--- config.mk ---
export PLATFORM = sky130hd
export DESIGN_NAME = interval_statistics_counter_bank_flat
export DESIGN_NICKNAME = d
export VERILOG_FILES = /design/src/hdl/isc_pkg.sv /design/src/hdl/isc_channels.sv /design/src/hdl/interval_statistics_counter_bank.sv /design/src/hdl/isc_alu.sv /design/src/hdl/isc_store.sv /design/src/flat_wrapper.sv
export SDC_FILE = /design/constraint.sdc
export NUM_CORES = 2
export LEC_CHECK = 0
export BUFFER_PORTS_ARGS = -buffer_cell sky130_fd_sc_hd__buf_2
export CAP_MARGIN = 20
export CORE_MARGIN = 2
export CORE_UTILIZATION = 60
export CTS_BUF_LIST = sky130_fd_sc_hd__clkbuf_8
export DETAILED_ROUTE_END_ITERATION = 16
export PLACE_DENSITY_LB_ADDON = 0.15
export SYNTH_ARGS = -nofsm -noshare
export SYNTH_HDL_FRONTEND = slang
export SYNTH_MEMORY_MAX_BITS = 65536
export SYNTH_SLANG_ARGS = --single-unit
--- constraint.sdc ---
create_clock -name clock -period 26.9 [get_ports clock]
set_input_delay 1.345 -clock clock [delete_from_list [all_inputs] [get_ports clock]]
set_output_delay 1.345 -clock clock [all_outputs]
set_load 0.03 [all_outputs]
--- src/hdl/isc_pkg.sv ---
// shared types and codes for the interval statistics counter bank
package isc_pkg;

   typedef logic [31:0] word_type;
   typedef logic [15:0] mask_type;
   typedef logic [1:0]  kind_type;
   typedef logic [3:0]  index_type;

   // item kinds
   localparam kind_type KIND_START  = 2'd0;
   localparam kind_type KIND_STOP   = 2'd1;
   localparam kind_type KIND_PERIOD = 2'd2;
   localparam kind_type KIND_READ   = 2'd3;

   // counters that own an enable bit
   localparam int MASK_BITS = 16;

   // shared unit modes
   typedef logic [1:0] alu_mode_type;
   localparam alu_mode_type ALU_SUB    = 2'd0;
   localparam alu_mode_type ALU_SATADD = 2'd1;
   localparam alu_mode_type ALU_CMP    = 2'd2;

   typedef struct packed {
      alu_mode_type mode;
      word_type     a;
      word_type     b;
   } alu_req_type;

   typedef struct packed {
      word_type result;
      logic     a_gt_b;
   } alu_out_type;

   // one counter entry as it sits in the store
   typedef struct packed {
      logic     running;
      word_type start_tick;
      word_type call_total;
      word_type tick_total;
      word_type max_interval;
      word_type calls_in_period;
      word_type ticks_in_period;
      word_type max_period_calls;
      word_type max_period_ticks;
   } entry_type;

   // one result beat
   typedef struct packed {
      word_type total_calls;
      word_type total_ticks;
      word_type longest_interval;
      word_type period_calls;
      word_type period_ticks;
      word_type peak_period_calls;
      word_type peak_period_ticks;
      logic     is_running;
   } result_type;

endpackage

--- src/hdl/isc_channels.sv ---
// request and response channel interfaces
interface isc_req_if;
   import isc_pkg::*;

   logic      valid;
   logic      ready;
   kind_type  kind;
   index_type counter_index;
   word_type  now_ticks;

   modport source (output valid, output kind, output counter_index, output now_ticks,
                   input ready);
   modport sink (input valid, input kind, input counter_index, input now_ticks,
                 output ready);
endinterface

interface isc_rsp_if;
   import isc_pkg::*;

   logic     valid;
   logic     ready;
   word_type total_calls;
   word_type total_ticks;
   word_type longest_interval;
   word_type period_calls;
   word_type period_ticks;
   word_type peak_period_calls;
   word_type peak_period_ticks;
   logic     is_running;

   modport source (output valid, output total_calls, output total_ticks,
                   output longest_interval, output period_calls, output period_ticks,
                   output peak_period_calls, output peak_period_ticks, output is_running,
                   input ready);
   modport sink (input valid, input total_calls, input total_ticks,
                 input longest_interval, input period_calls, input period_ticks,
                 input peak_period_calls, input peak_period_ticks, input is_running,
                 output ready);
endinterface

--- src/hdl/interval_statistics_counter_bank.sv ---
// top level: sequencer, shared arithmetic unit, counter store and result register
//
// A bank of NUM_COUNTERS interval counters kept in one single-port-per-side memory
// and updated by one shared 32-bit adder/comparator. The request channel accepts a
// beat only while the sequencer is idle. A read item reads the addressed counter; a start
// reads it and, if it is not running, writes it back; a stop on a running counter takes
// one memory read, six passes through the shared unit and one write. A period
// boundary walks counters 0 up to min(NUM_COUNTERS,16)-1: a disabled counter is
// skipped, an enabled one is read, compared twice and written, and then the addressed
// counter is read. The shared unit does one add or compare per cycle, and the store
// has one read and one write port. The result register holds a finished beat until
// it is taken; a new request is taken meanwhile, and its result waits until the
// register frees. Counter statistics clear at reset through per-entry valid bits, with
// no clearing pass. The user must write the enable mask through csr_wr_en/csr_wr_data
// only while the block is idle; the block itself does not enforce this.
module interval_statistics_counter_bank #(
   parameter int NUM_COUNTERS = 16
) (
   input  logic               clock,
   input  logic               reset,
   isc_req_if.sink            req_chan,
   isc_rsp_if.source          rsp_chan,
   input  logic               csr_wr_en,
   input  isc_pkg::mask_type  csr_wr_data
);
   import isc_pkg::*;

   localparam int ADDR_W = (NUM_COUNTERS > 1) ? $clog2(NUM_COUNTERS) : 1;
   localparam int WIDE_W = ADDR_W + 4;
   localparam int ROLL_N = (NUM_COUNTERS < MASK_BITS) ? NUM_COUNTERS : MASK_BITS;
   localparam logic [ADDR_W-1:0] ROLL_LAST = ADDR_W'(ROLL_N - 1);
   localparam logic [8:0] NUM_LIMIT = 9'(NUM_COUNTERS);

   // sequencer states
   localparam logic [2:0] ST_IDLE  = 3'd0;
   localparam logic [2:0] ST_SCAN  = 3'd1;
   localparam logic [2:0] ST_READ  = 3'd2;
   localparam logic [2:0] ST_LOAD  = 3'd3;
   localparam logic [2:0] ST_EXEC  = 3'd4;
   localparam logic [2:0] ST_WRITE = 3'd5;
   localparam logic [2:0] ST_DONE  = 3'd6;

   // shared unit steps
   localparam logic [2:0] OP_ELAPSED = 3'd0;
   localparam logic [2:0] OP_CALLS   = 3'd1;
   localparam logic [2:0] OP_TICKS   = 3'd2;
   localparam logic [2:0] OP_PCALLS  = 3'd3;
   localparam logic [2:0] OP_PTICKS  = 3'd4;
   localparam logic [2:0] OP_MAXINT  = 3'd5;
   localparam logic [2:0] OP_PKCALLS = 3'd6;
   localparam logic [2:0] OP_PKTICKS = 3'd7;

   logic [2:0]        state_ff, state_in;
   logic [2:0]        op_ff, op_in;
   logic              roll_ff, roll_in;
   logic [ADDR_W-1:0] walk_ff, walk_in;
   kind_type          kind_ff, kind_in;
   logic [ADDR_W-1:0] idx_addr_ff, idx_addr_in;
   logic              idx_ok_ff, idx_ok_in;
   word_type          now_ff, now_in;
   word_type          elapsed_ff, elapsed_in;
   entry_type         work_ff, work_in;
   mask_type          enable_ff;
   logic              rsp_valid_ff, rsp_valid_in;
   result_type        rsp_data_ff, rsp_data_in;

   logic              accept;
   logic [WIDE_W-1:0] req_idx_wide;
   logic [WIDE_W-1:0] walk_wide;
   logic              walk_enabled;
   logic [ADDR_W-1:0] cur_addr;
   logic [2:0]        after_roll;
   logic              rd_en;
   logic              wr_en;
   entry_type         rd_data;
   alu_req_type       alu_req;
   alu_out_type       alu_out;
   result_type        done_data;

   isc_alu u_alu (
      .req (alu_req),
      .rsp (alu_out)
   );

   isc_store #(
      .DEPTH  (NUM_COUNTERS),
      .ADDR_W (ADDR_W)
   ) u_store (
      .clock   (clock),
      .reset   (reset),
      .rd_en   (rd_en),
      .rd_addr (cur_addr),
      .rd_data (rd_data),
      .wr_en   (wr_en),
      .wr_addr (cur_addr),
      .wr_data (work_ff)
   );

   // handshake and address helpers
   assign req_chan.ready = (state_ff == ST_IDLE);
   assign accept         = req_chan.valid && req_chan.ready;
   assign req_idx_wide   = {{ADDR_W{1'b0}}, req_chan.counter_index};
   assign walk_wide      = {4'd0, walk_ff};
   assign walk_enabled   = enable_ff[walk_wide[3:0]];
   assign cur_addr       = roll_ff ? walk_ff : idx_addr_ff;
   assign after_roll     = idx_ok_ff ? ST_READ : ST_DONE;

   // result beat from the working entry; out-of-bank index reports zeros
   always_comb begin
      done_data = '0;
      if (idx_ok_ff) begin
         done_data.total_calls       = work_ff.call_total;
         done_data.total_ticks       = work_ff.tick_total;
         done_data.longest_interval  = work_ff.max_interval;
         done_data.period_calls      = work_ff.calls_in_period;
         done_data.period_ticks      = work_ff.ticks_in_period;
         done_data.peak_period_calls = work_ff.max_period_calls;
         done_data.peak_period_ticks = work_ff.max_period_ticks;
         done_data.is_running        = work_ff.running;
      end
   end

   // sequencer
   always_comb begin
      state_in     = state_ff;
      op_in        = op_ff;
      roll_in      = roll_ff;
      walk_in      = walk_ff;
      kind_in      = kind_ff;
      idx_addr_in  = idx_addr_ff;
      idx_ok_in    = idx_ok_ff;
      now_in       = now_ff;
      elapsed_in   = elapsed_ff;
      work_in      = work_ff;
      rd_en        = 1'b0;
      wr_en        = 1'b0;
      alu_req      = '{mode: ALU_SUB, a: now_ff, b: work_ff.start_tick};
      rsp_valid_in = rsp_valid_ff && !rsp_chan.ready;
      rsp_data_in  = rsp_data_ff;

      unique case (state_ff)
         ST_IDLE: begin
            if (accept) begin
               kind_in     = req_chan.kind;
               idx_addr_in = req_idx_wide[ADDR_W-1:0];
               idx_ok_in   = ({5'd0, req_chan.counter_index} < NUM_LIMIT);
               now_in      = req_chan.now_ticks;
               walk_in     = '0;
               work_in     = '0;
               if (req_chan.kind == KIND_PERIOD) begin
                  roll_in  = 1'b1;
                  state_in = ST_SCAN;
               end else if ({5'd0, req_chan.counter_index} < NUM_LIMIT) begin
                  state_in = ST_READ;
               end else begin
                  state_in = ST_DONE;
               end
            end
         end
         ST_SCAN: begin
            if (walk_enabled) begin
               rd_en    = 1'b1;
               state_in = ST_LOAD;
            end else if (walk_ff == ROLL_LAST) begin
               roll_in  = 1'b0;
               state_in = after_roll;
            end else begin
               walk_in = walk_ff + 1'b1;
            end
         end
         ST_READ: begin
            rd_en    = 1'b1;
            state_in = ST_LOAD;
         end
         ST_LOAD: begin
            work_in = rd_data;
            if (roll_ff) begin
               op_in    = OP_PKCALLS;
               state_in = ST_EXEC;
            end else if (kind_ff == KIND_STOP && rd_data.running) begin
               op_in    = OP_ELAPSED;
               state_in = ST_EXEC;
            end else if (kind_ff == KIND_START && !rd_data.running) begin
               work_in.running    = 1'b1;
               work_in.start_tick = now_ff;
               state_in           = ST_WRITE;
            end else begin
               state_in = ST_DONE;
            end
         end
         ST_EXEC: begin
            case (op_ff)
               OP_ELAPSED: begin
                  alu_req    = '{mode: ALU_SUB, a: now_ff, b: work_ff.start_tick};
                  elapsed_in = alu_out.result;
                  op_in      = OP_CALLS;
               end
               OP_CALLS: begin
                  alu_req            = '{mode: ALU_SATADD, a: work_ff.call_total, b: 32'd1};
                  work_in.call_total = alu_out.result;
                  op_in              = OP_TICKS;
               end
               OP_TICKS: begin
                  alu_req            = '{mode: ALU_SATADD, a: work_ff.tick_total,
                                         b: elapsed_ff};
                  work_in.tick_total = alu_out.result;
                  op_in              = OP_PCALLS;
               end
               OP_PCALLS: begin
                  alu_req                 = '{mode: ALU_SATADD, a: work_ff.calls_in_period,
                                              b: 32'd1};
                  work_in.calls_in_period = alu_out.result;
                  op_in                   = OP_PTICKS;
               end
               OP_PTICKS: begin
                  alu_req                 = '{mode: ALU_SATADD, a: work_ff.ticks_in_period,
                                              b: elapsed_ff};
                  work_in.ticks_in_period = alu_out.result;
                  op_in                   = OP_MAXINT;
               end
               OP_MAXINT: begin
                  alu_req = '{mode: ALU_CMP, a: elapsed_ff, b: work_ff.max_interval};
                  if (alu_out.a_gt_b) begin
                     work_in.max_interval = elapsed_ff;
                  end
                  work_in.running = 1'b0;
                  state_in        = ST_WRITE;
               end
               OP_PKCALLS: begin
                  alu_req = '{mode: ALU_CMP, a: work_ff.calls_in_period,
                              b: work_ff.max_period_calls};
                  if (alu_out.a_gt_b) begin
                     work_in.max_period_calls = work_ff.calls_in_period;
                  end
                  op_in = OP_PKTICKS;
               end
               OP_PKTICKS: begin
                  alu_req = '{mode: ALU_CMP, a: work_ff.ticks_in_period,
                              b: work_ff.max_period_ticks};
                  if (alu_out.a_gt_b) begin
                     work_in.max_period_ticks = work_ff.ticks_in_period;
                  end
                  work_in.calls_in_period = '0;
                  work_in.ticks_in_period = '0;
                  state_in                = ST_WRITE;
               end
               default: begin
                  state_in = ST_WRITE;
               end
            endcase
         end
         ST_WRITE: begin
            wr_en = 1'b1;
            if (!roll_ff) begin
               state_in = ST_DONE;
            end else if (walk_ff == ROLL_LAST) begin
               roll_in  = 1'b0;
               state_in = after_roll;
            end else begin
               walk_in  = walk_ff + 1'b1;
               state_in = ST_SCAN;
            end
         end
         ST_DONE: begin
            if (!rsp_valid_ff || rsp_chan.ready) begin
               rsp_valid_in = 1'b1;
               rsp_data_in  = done_data;
               state_in     = ST_IDLE;
            end
         end
         default: begin
            state_in = ST_IDLE;
         end
      endcase
   end

   // control registers
   always_ff @(posedge clock) begin
      if (reset) begin
         state_ff     <= ST_IDLE;
         op_ff        <= OP_ELAPSED;
         roll_ff      <= 1'b0;
         walk_ff      <= '0;
         enable_ff    <= '0;
         rsp_valid_ff <= 1'b0;
      end else begin
         state_ff     <= state_in;
         op_ff        <= op_in;
         roll_ff      <= roll_in;
         walk_ff      <= walk_in;
         rsp_valid_ff <= rsp_valid_in;
         if (csr_wr_en) begin
            enable_ff <= csr_wr_data;
         end
      end
   end

   // payload registers
   always_ff @(posedge clock) begin
      kind_ff     <= kind_in;
      idx_addr_ff <= idx_addr_in;
      idx_ok_ff   <= idx_ok_in;
      now_ff      <= now_in;
      elapsed_ff  <= elapsed_in;
      work_ff     <= work_in;
      rsp_data_ff <= rsp_data_in;
   end

   // response channel
   assign rsp_chan.valid             = rsp_valid_ff;
   assign rsp_chan.total_calls       = rsp_data_ff.total_calls;
   assign rsp_chan.total_ticks       = rsp_data_ff.total_ticks;
   assign rsp_chan.longest_interval  = rsp_data_ff.longest_interval;
   assign rsp_chan.period_calls      = rsp_data_ff.period_calls;
   assign rsp_chan.period_ticks      = rsp_data_ff.period_ticks;
   assign rsp_chan.peak_period_calls = rsp_data_ff.peak_period_calls;
   assign rsp_chan.peak_period_ticks = rsp_data_ff.peak_period_ticks;
   assign rsp_chan.is_running        = rsp_data_ff.is_running;

   // an accepted beat always starts work
   a_accept_busy: assert property (@(posedge clock) disable iff (reset)
      accept |=> (state_ff != ST_IDLE))
      else $error("sequencer stayed idle after accepting a request beat");

   // a start on a bank counter leaves it running
   a_start_running: assert property (@(posedge clock) disable iff (reset)
      (state_ff == ST_DONE && kind_ff == KIND_START && idx_ok_ff) |-> work_ff.running)
      else $error("start beat reported a counter that is not running");

   // a stop on a bank counter leaves it closed
   a_stop_closed: assert property (@(posedge clock) disable iff (reset)
      (state_ff == ST_DONE && kind_ff == KIND_STOP && idx_ok_ff) |-> !work_ff.running)
      else $error("stop beat reported a counter that is still running");

   // an out-of-bank index reports zeros
   a_bad_index_zero: assert property (@(posedge clock) disable iff (reset)
      (state_ff == ST_DONE && !idx_ok_ff && (!rsp_valid_ff || rsp_chan.ready)) |=>
      (rsp_chan.valid && rsp_chan.total_calls == '0 && !rsp_chan.is_running))
      else $error("out-of-bank index produced nonzero statistics");

   // the store is only written from the write step, and a period walk writes back only enabled counters
   a_write_roll_addr: assert property (@(posedge clock) disable iff (reset)
      (wr_en && roll_ff) |-> walk_enabled)
      else $error("period walk wrote back a disabled counter");

endmodule

--- src/hdl/isc_alu.sv ---
// shared 32-bit subtract, saturating add and compare unit
module isc_alu (
   input  isc_pkg::alu_req_type req,
   output isc_pkg::alu_out_type rsp
);
   import isc_pkg::*;

   word_type    x;
   word_type    y;
   logic        inv;
   logic [32:0] sum;

   // compare computes b - a, so a > b shows as a borrow
   always_comb begin
      x   = (req.mode == ALU_CMP) ? req.b : req.a;
      y   = (req.mode == ALU_CMP) ? req.a : req.b;
      inv = (req.mode != ALU_SATADD);
      sum = {1'b0, x} + {1'b0, (inv ? ~y : y)} + {32'd0, inv};
   end

   always_comb begin
      rsp.a_gt_b = 1'b0;
      unique case (req.mode)
         ALU_SUB: begin
            rsp.result = sum[31:0];
         end
         ALU_SATADD: begin
            rsp.result = sum[32] ? '1 : sum[31:0];
         end
         ALU_CMP: begin
            rsp.result = sum[31:0];
            rsp.a_gt_b = ~sum[32];
         end
         default: begin
            rsp.result = '0;
         end
      endcase
   end

endmodule

--- src/hdl/isc_store.sv ---
// counter entry memory with per-entry valid bits for reset
module isc_store #(
   parameter int DEPTH  = 16,
   parameter int ADDR_W = 4
) (
   input  logic                clock,
   input  logic                reset,
   input  logic                rd_en,
   input  logic [ADDR_W-1:0]   rd_addr,
   output isc_pkg::entry_type  rd_data,
   input  logic                wr_en,
   input  logic [ADDR_W-1:0]   wr_addr,
   input  isc_pkg::entry_type  wr_data
);
   import isc_pkg::*;

   entry_type        mem [DEPTH];
   logic [DEPTH-1:0] valid_ff;
   entry_type        rd_ff;
   logic             rd_valid_ff;

   // entry array, one write and one registered read
   always_ff @(posedge clock) begin
      if (wr_en) begin
         mem[wr_addr] <= wr_data;
      end
      if (rd_en) begin
         rd_ff <= mem[rd_addr];
      end
   end

   // valid bits; an entry never written reads as all zero
   always_ff @(posedge clock) begin
      if (reset) begin
         valid_ff    <= '0;
         rd_valid_ff <= 1'b0;
      end else begin
         if (wr_en) begin
            valid_ff[wr_addr] <= 1'b1;
         end
         if (rd_en) begin
            rd_valid_ff <= valid_ff[rd_addr];
         end
      end
   end

   assign rd_data = rd_valid_ff ? rd_ff : '0;

endmodule
--- src/flat_wrapper.sv ---
// flat-port wrapper written by rule: the top's interface ports become plain ports
module interval_statistics_counter_bank_flat import isc_pkg::*;
#(
   parameter int NUM_COUNTERS = 16
)
  (clock, reset, csr_wr_en, csr_wr_data, req_chan_valid, req_chan_kind, req_chan_counter_index, req_chan_now_ticks, req_chan_ready, rsp_chan_valid, rsp_chan_total_calls, rsp_chan_total_ticks, rsp_chan_longest_interval, rsp_chan_period_calls, rsp_chan_period_ticks, rsp_chan_peak_period_calls, rsp_chan_peak_period_ticks, rsp_chan_is_running, rsp_chan_ready);
  isc_req_if req_chan_i ();
  isc_rsp_if rsp_chan_i ();
  input  logic clock;
  input  logic reset;
  input  logic csr_wr_en;
  input  isc_pkg::mask_type csr_wr_data;
  input wire logic [$bits(req_chan_i.valid)-1:0] req_chan_valid;
  input wire logic [$bits(req_chan_i.kind)-1:0] req_chan_kind;
  input wire logic [$bits(req_chan_i.counter_index)-1:0] req_chan_counter_index;
  input wire logic [$bits(req_chan_i.now_ticks)-1:0] req_chan_now_ticks;
  output wire logic [$bits(req_chan_i.ready)-1:0] req_chan_ready;
  output wire logic [$bits(rsp_chan_i.valid)-1:0] rsp_chan_valid;
  output wire logic [$bits(rsp_chan_i.total_calls)-1:0] rsp_chan_total_calls;
  output wire logic [$bits(rsp_chan_i.total_ticks)-1:0] rsp_chan_total_ticks;
  output wire logic [$bits(rsp_chan_i.longest_interval)-1:0] rsp_chan_longest_interval;
  output wire logic [$bits(rsp_chan_i.period_calls)-1:0] rsp_chan_period_calls;
  output wire logic [$bits(rsp_chan_i.period_ticks)-1:0] rsp_chan_period_ticks;
  output wire logic [$bits(rsp_chan_i.peak_period_calls)-1:0] rsp_chan_peak_period_calls;
  output wire logic [$bits(rsp_chan_i.peak_period_ticks)-1:0] rsp_chan_peak_period_ticks;
  output wire logic [$bits(rsp_chan_i.is_running)-1:0] rsp_chan_is_running;
  input wire logic [$bits(rsp_chan_i.ready)-1:0] rsp_chan_ready;
  assign req_chan_i.valid = req_chan_valid;
  assign req_chan_i.kind = req_chan_kind;
  assign req_chan_i.counter_index = req_chan_counter_index;
  assign req_chan_i.now_ticks = req_chan_now_ticks;
  assign req_chan_ready = req_chan_i.ready;
  assign rsp_chan_valid = rsp_chan_i.valid;
  assign rsp_chan_total_calls = rsp_chan_i.total_calls;
  assign rsp_chan_total_ticks = rsp_chan_i.total_ticks;
  assign rsp_chan_longest_interval = rsp_chan_i.longest_interval;
  assign rsp_chan_period_calls = rsp_chan_i.period_calls;
  assign rsp_chan_period_ticks = rsp_chan_i.period_ticks;
  assign rsp_chan_peak_period_calls = rsp_chan_i.peak_period_calls;
  assign rsp_chan_peak_period_ticks = rsp_chan_i.peak_period_ticks;
  assign rsp_chan_is_running = rsp_chan_i.is_running;
  assign rsp_chan_i.ready = rsp_chan_ready;
  interval_statistics_counter_bank #(.NUM_COUNTERS(NUM_COUNTERS)) u_core (.clock(clock), .reset(reset), .req_chan(req_chan_i), .rsp_chan(rsp_chan_i), .csr_wr_en(csr_wr_en), .csr_wr_data(csr_wr_data));
endmodule
After elaboration in Yosys (flattened, before gate mapping). Memory sizes are Yosys's and may differ from the RTL's. A register that Yosys moved wholly into a read port is not among the register bits. Index checks and enable logic that the tools add are counted.

Add/subtract/negate cells: 3. Order comparisons: 3. Equal/unequal tests: 37. Muxes and demuxes: 69. Bitwise logic cells: 3. Reduce and logical (&&, ||, !) cells: 35.

Operators with widths (number): case mux 224 bit (3 select lines) (1); case mux 66 bit (8 select lines) (1); two-way mux 257 bit (2); two-way mux 32 bit (12); case mux 32 bit (2 select lines) (4); two-way mux 33 bit (3); two-way mux 66 bit (1); adder 32 x 32 -> 33 bit (1); adder 33 x 1 -> 33 bit (1); NOT 32 bit (1); two-way mux 3 bit (10); equality test 3 bit (second input constant) (7); case mux 3 bit (7 select lines) (1); two-way mux 4 bit (5); AND reduction 4 bit (5); inequality test 2 bit (second input constant) (9); case mux 3 bit (6 select lines) (1); AND reduction 3 bit (6); two-way mux 1 bit (17); OR 16 bit (1); equality test 3 x 2 -> 1 bit (second input constant) (4); case mux 4 bit (3 select lines) (1); less-than comparator 4 x 5 -> 1 bit (second input constant) (2); inequality test 2 x 1 -> 1 bit (second input constant) (5); 26 further kinds (49).

Register bits: 597. RAM bits: 4112. Word-level logic and storage cells: 180. Memories kept: 1.

Memory list: u_core.u_store.mem (words 16, width 257, read ports 1, clocked after Yosys merged registers in 1, wr ports 1, RTL line isc_store.sv:17) `entry_type mem [DEPTH];`.

Longest topological paths before layout.
Depth in word-level cells: 14. Mapped depth: 23. Depth with buffers taken out: 18.

Cells and area by module. A second synthesis with hierarchy kept.

Cells, all modules: 8810. Area total of the unflattened synthesis: 192847.5 um^2.

Modules (own cells, without submodules): isc_store (times used 1, cells each 6745, area each 164950.7 um^2); interval_statistics_counter_bank (times used 1, cells each 1613, area each 24644.9 um^2); isc_alu (times used 1, cells each 452, area each 3251.9 um^2).

Worst setup path after synthesis. OpenSTA, ideal clock, no wires.

Path type: register to register. Start point: register u_core.roll_ff. End point: memory u_core.u_store.mem[1][0] in the netlist's numbering, enable pin. Library setup time: 882 ps. Arrival time: 12463 ps. Slack: 13555 ps. Stages on the path, launching flop included: 9. Path buffers: 4. Period minus slack after synthesis: 13345 ps. Cells stage by stage: dfxtp_1 -> mux2_2 -> clkbuf_1 -> clkbuf_1 -> clkbuf_1 -> buf_1 -> nor2_1 -> nand2_1 -> nor2_1.

Word-level cells in the longest chain between the ends: 1.

RTL lines: start, declared (RTL line interval_statistics_counter_bank.sv:55) `logic roll_ff, roll_in;`; start signal, assigned (RTL line interval_statistics_counter_bank.sv:289) `roll_ff <= roll_in;`; two-way mux 4 bit (RTL line interval_statistics_counter_bank.sv:105) `assign cur_addr = roll_ff ? walk_ff : idx_addr_ff;`; end, declared (RTL line isc_store.sv:17).

No other way between the ends.

Worst setup path in the final report.
Start point: register u_core.roll_ff. End point: register, netlist name u_core.u_store.rd_ff[115].

Word-level cells in the longest chain between the ends: 1.

RTL lines (RTL line): two-way mux 4 bit (interval_statistics_counter_bank.sv:105).

No other way between the ends. A chain may end at the register's enable or synchronous reset.

==> impl_results.md <==
* Routed vias/inst at 7.08
* DRT antenna net count at 0
* Yosys reg bits at 4,966
* Most common cell after layout, fill and taps aside: edfxtp_1
* Post-synthesis area per instance at 22.2 um2
* Placed cells at 12,700
* H-tree depth at 6
* Final hold vios at 0
* CTS tree: built
* Die Wd at 565 um
* Core box area at 0.312 mm2
* Layout Nets at 9,390
* Fin cells at 14,100
* DRT Pass-1 Iters at 6
* Post-CTS Setup Inserts at 0
* Synth Flop Type: edfxtp_1
* Max_cap viols at 0
* Tot GR Track Use at 34.5%
* Peak VDD IR at 107 uV
* Latest clock arrival within the worst-skew pair at 1.29 ns
* Yosys warnings at 0
* Vias in the first global route at 98,100
* Worst setup path category: reg -> reg
* DR WL/cell at 39.0 um
* Lkg Pwr at 0.0678 uW
* HP Class: in -> reg
* Tcrit/Tclk final at 29.8%
* Root Buffer: clkbuf_8
* Initial antenna violation count at 56
* Slew headroom at 15.5%
* Post-synth EDFFs at 4,921
* Number of gates resized after CTS at 0
* Initial DRC Count at 17,000
* Outcome: completed
* Final Critical Period at 8.02 ns
* Mapped Area at 0.189 mm2
* Power per cell area at 102 mW/mm2
* # rows at 205
* Die Y at 565 um
* Layout area overhead at 11.0%
* Max Slew Vio Count at 0
* Routed Wire Length at 549,000 um
* Largest net degree at the start of global routing at 135
* # fillers at 19,900
* First-pass GRT wire length at 756,000 um
* Leading cell types in the layout, fill and taps excluded: 4,921 x edfxtp_1, 1,052 x mux4_2, 761 x clkbuf_8
* Layout cells sized above 1 at 26.6%
* Detailed-route via count at 99,500
* Crit path max fanout at 54
* Clock buffer depth at 4
* Critical path arrival at 9.00 ns
* Die ar. at 0.319 mm2
* Seq/Total Area, Yosys at 78.8%
* Worst-Margin Slew at 1.27 ns
* RSZ-0062 raised after global routing: false
* Endpoints failing setup at 0
* Total clock sinks at 4,966
* DP Wirelength at 304,000 um
* Max Clock Freq at 125 MHz
* Initial Utilization at 60.4%
* Syn Nets at 8,588
* Cts hold-fix bufs at 0
* DRC Markers at 0
* Worst setup SP type: flop
* Cts bufs inserted at 752
* Post-Syn Instances at 8,496
* Gpl congestion at 0.995
* Synth async-reset ratio at 0%
* Worst-case clock skew at 0.0948 ns
* Worst-path clk slew at 0.07 ns
* GR Overflow Total at 0
* Port Buf Inserts at 285
* WP data required at 27.88 ns
* CP Capture Type: flop
* Yosys cell types at 74
* Sum Neg Setup Slack at 0 ns
* I/O pins at 286
[synth_stat cells, types with 3 or more instances]
cell	number	share of area, %
edfxtp_1	4921	78
mux4_2	1052	13
a22o_1	428	2.0
clkbuf_1	357	0.71
nand2_1	305	0.61
a221o_1	268	1.4
nor2_1	159	0.32
a21oi_1	130	0.34
mux2i_1	115	0.61
o21ai_0	103	0.27
buf_2	101	0.27
mux2_2	69	0.41
xnor2_1	47	0.22
buf_1	46	0.091
dfxtp_1	45	0.48
a22oi_1	33	0.13
ha_1	32	0.21
a211oi_1	24	0.095
a21o_1	22	0.088
nand3_1	22	0.058
nor3_1	21	0.056
inv_1	20	0.040
a221oi_1	18	0.084
nand2b_1	14	0.046
xor2_1	14	0.065
and2_1	11	0.036
o21a_1	11	0.044
a31oi_1	10	0.033
nand4_1	8	0.027
nor2b_1	8	0.027
or2_2	8	0.027
and3_1	6	0.020
o21ai_1	6	0.016
or3_1	5	0.017
o21ba_2	4	0.021
o21bai_1	4	0.016
o221ai_1	3	0.014
[cell type report]
type / instances / area (um2) / share of cell area [%]
antenna: 33 / 82.6 / 0.0394
clock buffer: 761 / 10500 / 5.00
clock inverter: 591 / 2960 / 1.41
inverter: 20 / 75.1 / 0.0358
multi-input combinational: 3005 / 38300 / 18.3
sequential: 4966 / 149000 / 71.0
tap: 4140 / 5180 / 2.47
timing repair buffer: 553 / 3810 / 1.82
[routing by layer]
layer,global-route usage [%],vias to the layer above,wire [um],part of all wire [%]
li1,-,38000,-,-
met1,50.0,52600,201000,37
met2,51.9,7735,252000,46
met3,8.15,1149,72200,13
met4,12.8,20,23600,4.3
met5,0,-,141,0.026
[power breakdown]
group	switching [uW]	internal, uW	leakage (uW)	total (uW)
combinational	2750	1620	0.0148	4370
clock	2920	2730	0.00788	5650
sequential	1310	10100	0.0452	11400
total	6980	14400	0.0678	21400
[path summary, 6_finish.rpt]
| check | start | endpoint | slack, ns | cells after the start |
|---|---|---|---|---|
| max | u_core.roll_ff$_SDFFE_PP0P_ | u_core.u_store.rd_ff[115]$_DFFE_PP_ | 18.88 | 10 |
| min | req_chan_now_ticks[21] | u_core.now_ff[21]$_DFFE_PP_ | 0.28 | 1 |
| max reg2reg | u_core.roll_ff$_SDFFE_PP0P_ | u_core.u_store.rd_ff[115]$_DFFE_PP_ | 18.88 | 10 |
| min reg2reg | u_core.u_store.valid_ff[10]$_SDFFE_PP0P_ | u_core.u_store.valid_ff[10]$_SDFFE_PP0P_ | 0.47 | 2 |
[critical path, cell delays in order, from the launching register on]
cell     delay (ns)
dfxtp_1        0.98
mux2_8         0.75
buf_4          0.71
buf_4          0.75
buf_4          0.85
buf_4          0.66
buf_4          0.75
buf_4          0.83
mux4_2         0.60
a22o_1         0.26
a221o_1        0.29
[registers in the layout, summed over array words and instances, names as in the netlist, 32 cells and up]
name                               cells
u_core.rsp_chan.total_ticks           32
u_core.u_store.rd_ff                 257
u_core.u_store.mem                  4112
u_core.rsp_chan.period_ticks          32
u_core.rsp_chan.longest_interval      32
u_core.work_ff                       257
u_core.rsp_chan.peak_period_calls     32
u_core.rsp_chan.period_calls          32
u_core.rsp_chan.peak_period_ticks     32
u_core.elapsed_ff                     32
u_core.rsp_chan.total_calls           32
u_core.now_ff                         32
[cell families after synthesis]
group                      after synthesis  share of synthesized area, %
DFF                                   4966                          78.8
and+or+nand+nor                        580                          1.30
xor gates and xnor gates                61                         0.283
muxes                                 1237                          13.6
AOI/OAI and AO/OA                     1094                          4.71
buffers and inverters                  525                          1.11
adders and majority gates               33                         0.223
[through the flow]
stage	cell area, um2	setup WS, ns	power, uW	util [%]	hold slack [ns]
CTS	209000	18.66	21300	67.0	0.175
finish	210000	18.88	21400	67.1	0.281
global placement	196000	18.81	15600	62.7	0.444
detailed placement	196000	18.71	15700	62.7	0.461
floorplan	189000	13.55	13400	-	0.435
global route	209000	18.10	21900	67.1	0.198
(Power assumes the default switching activity.)
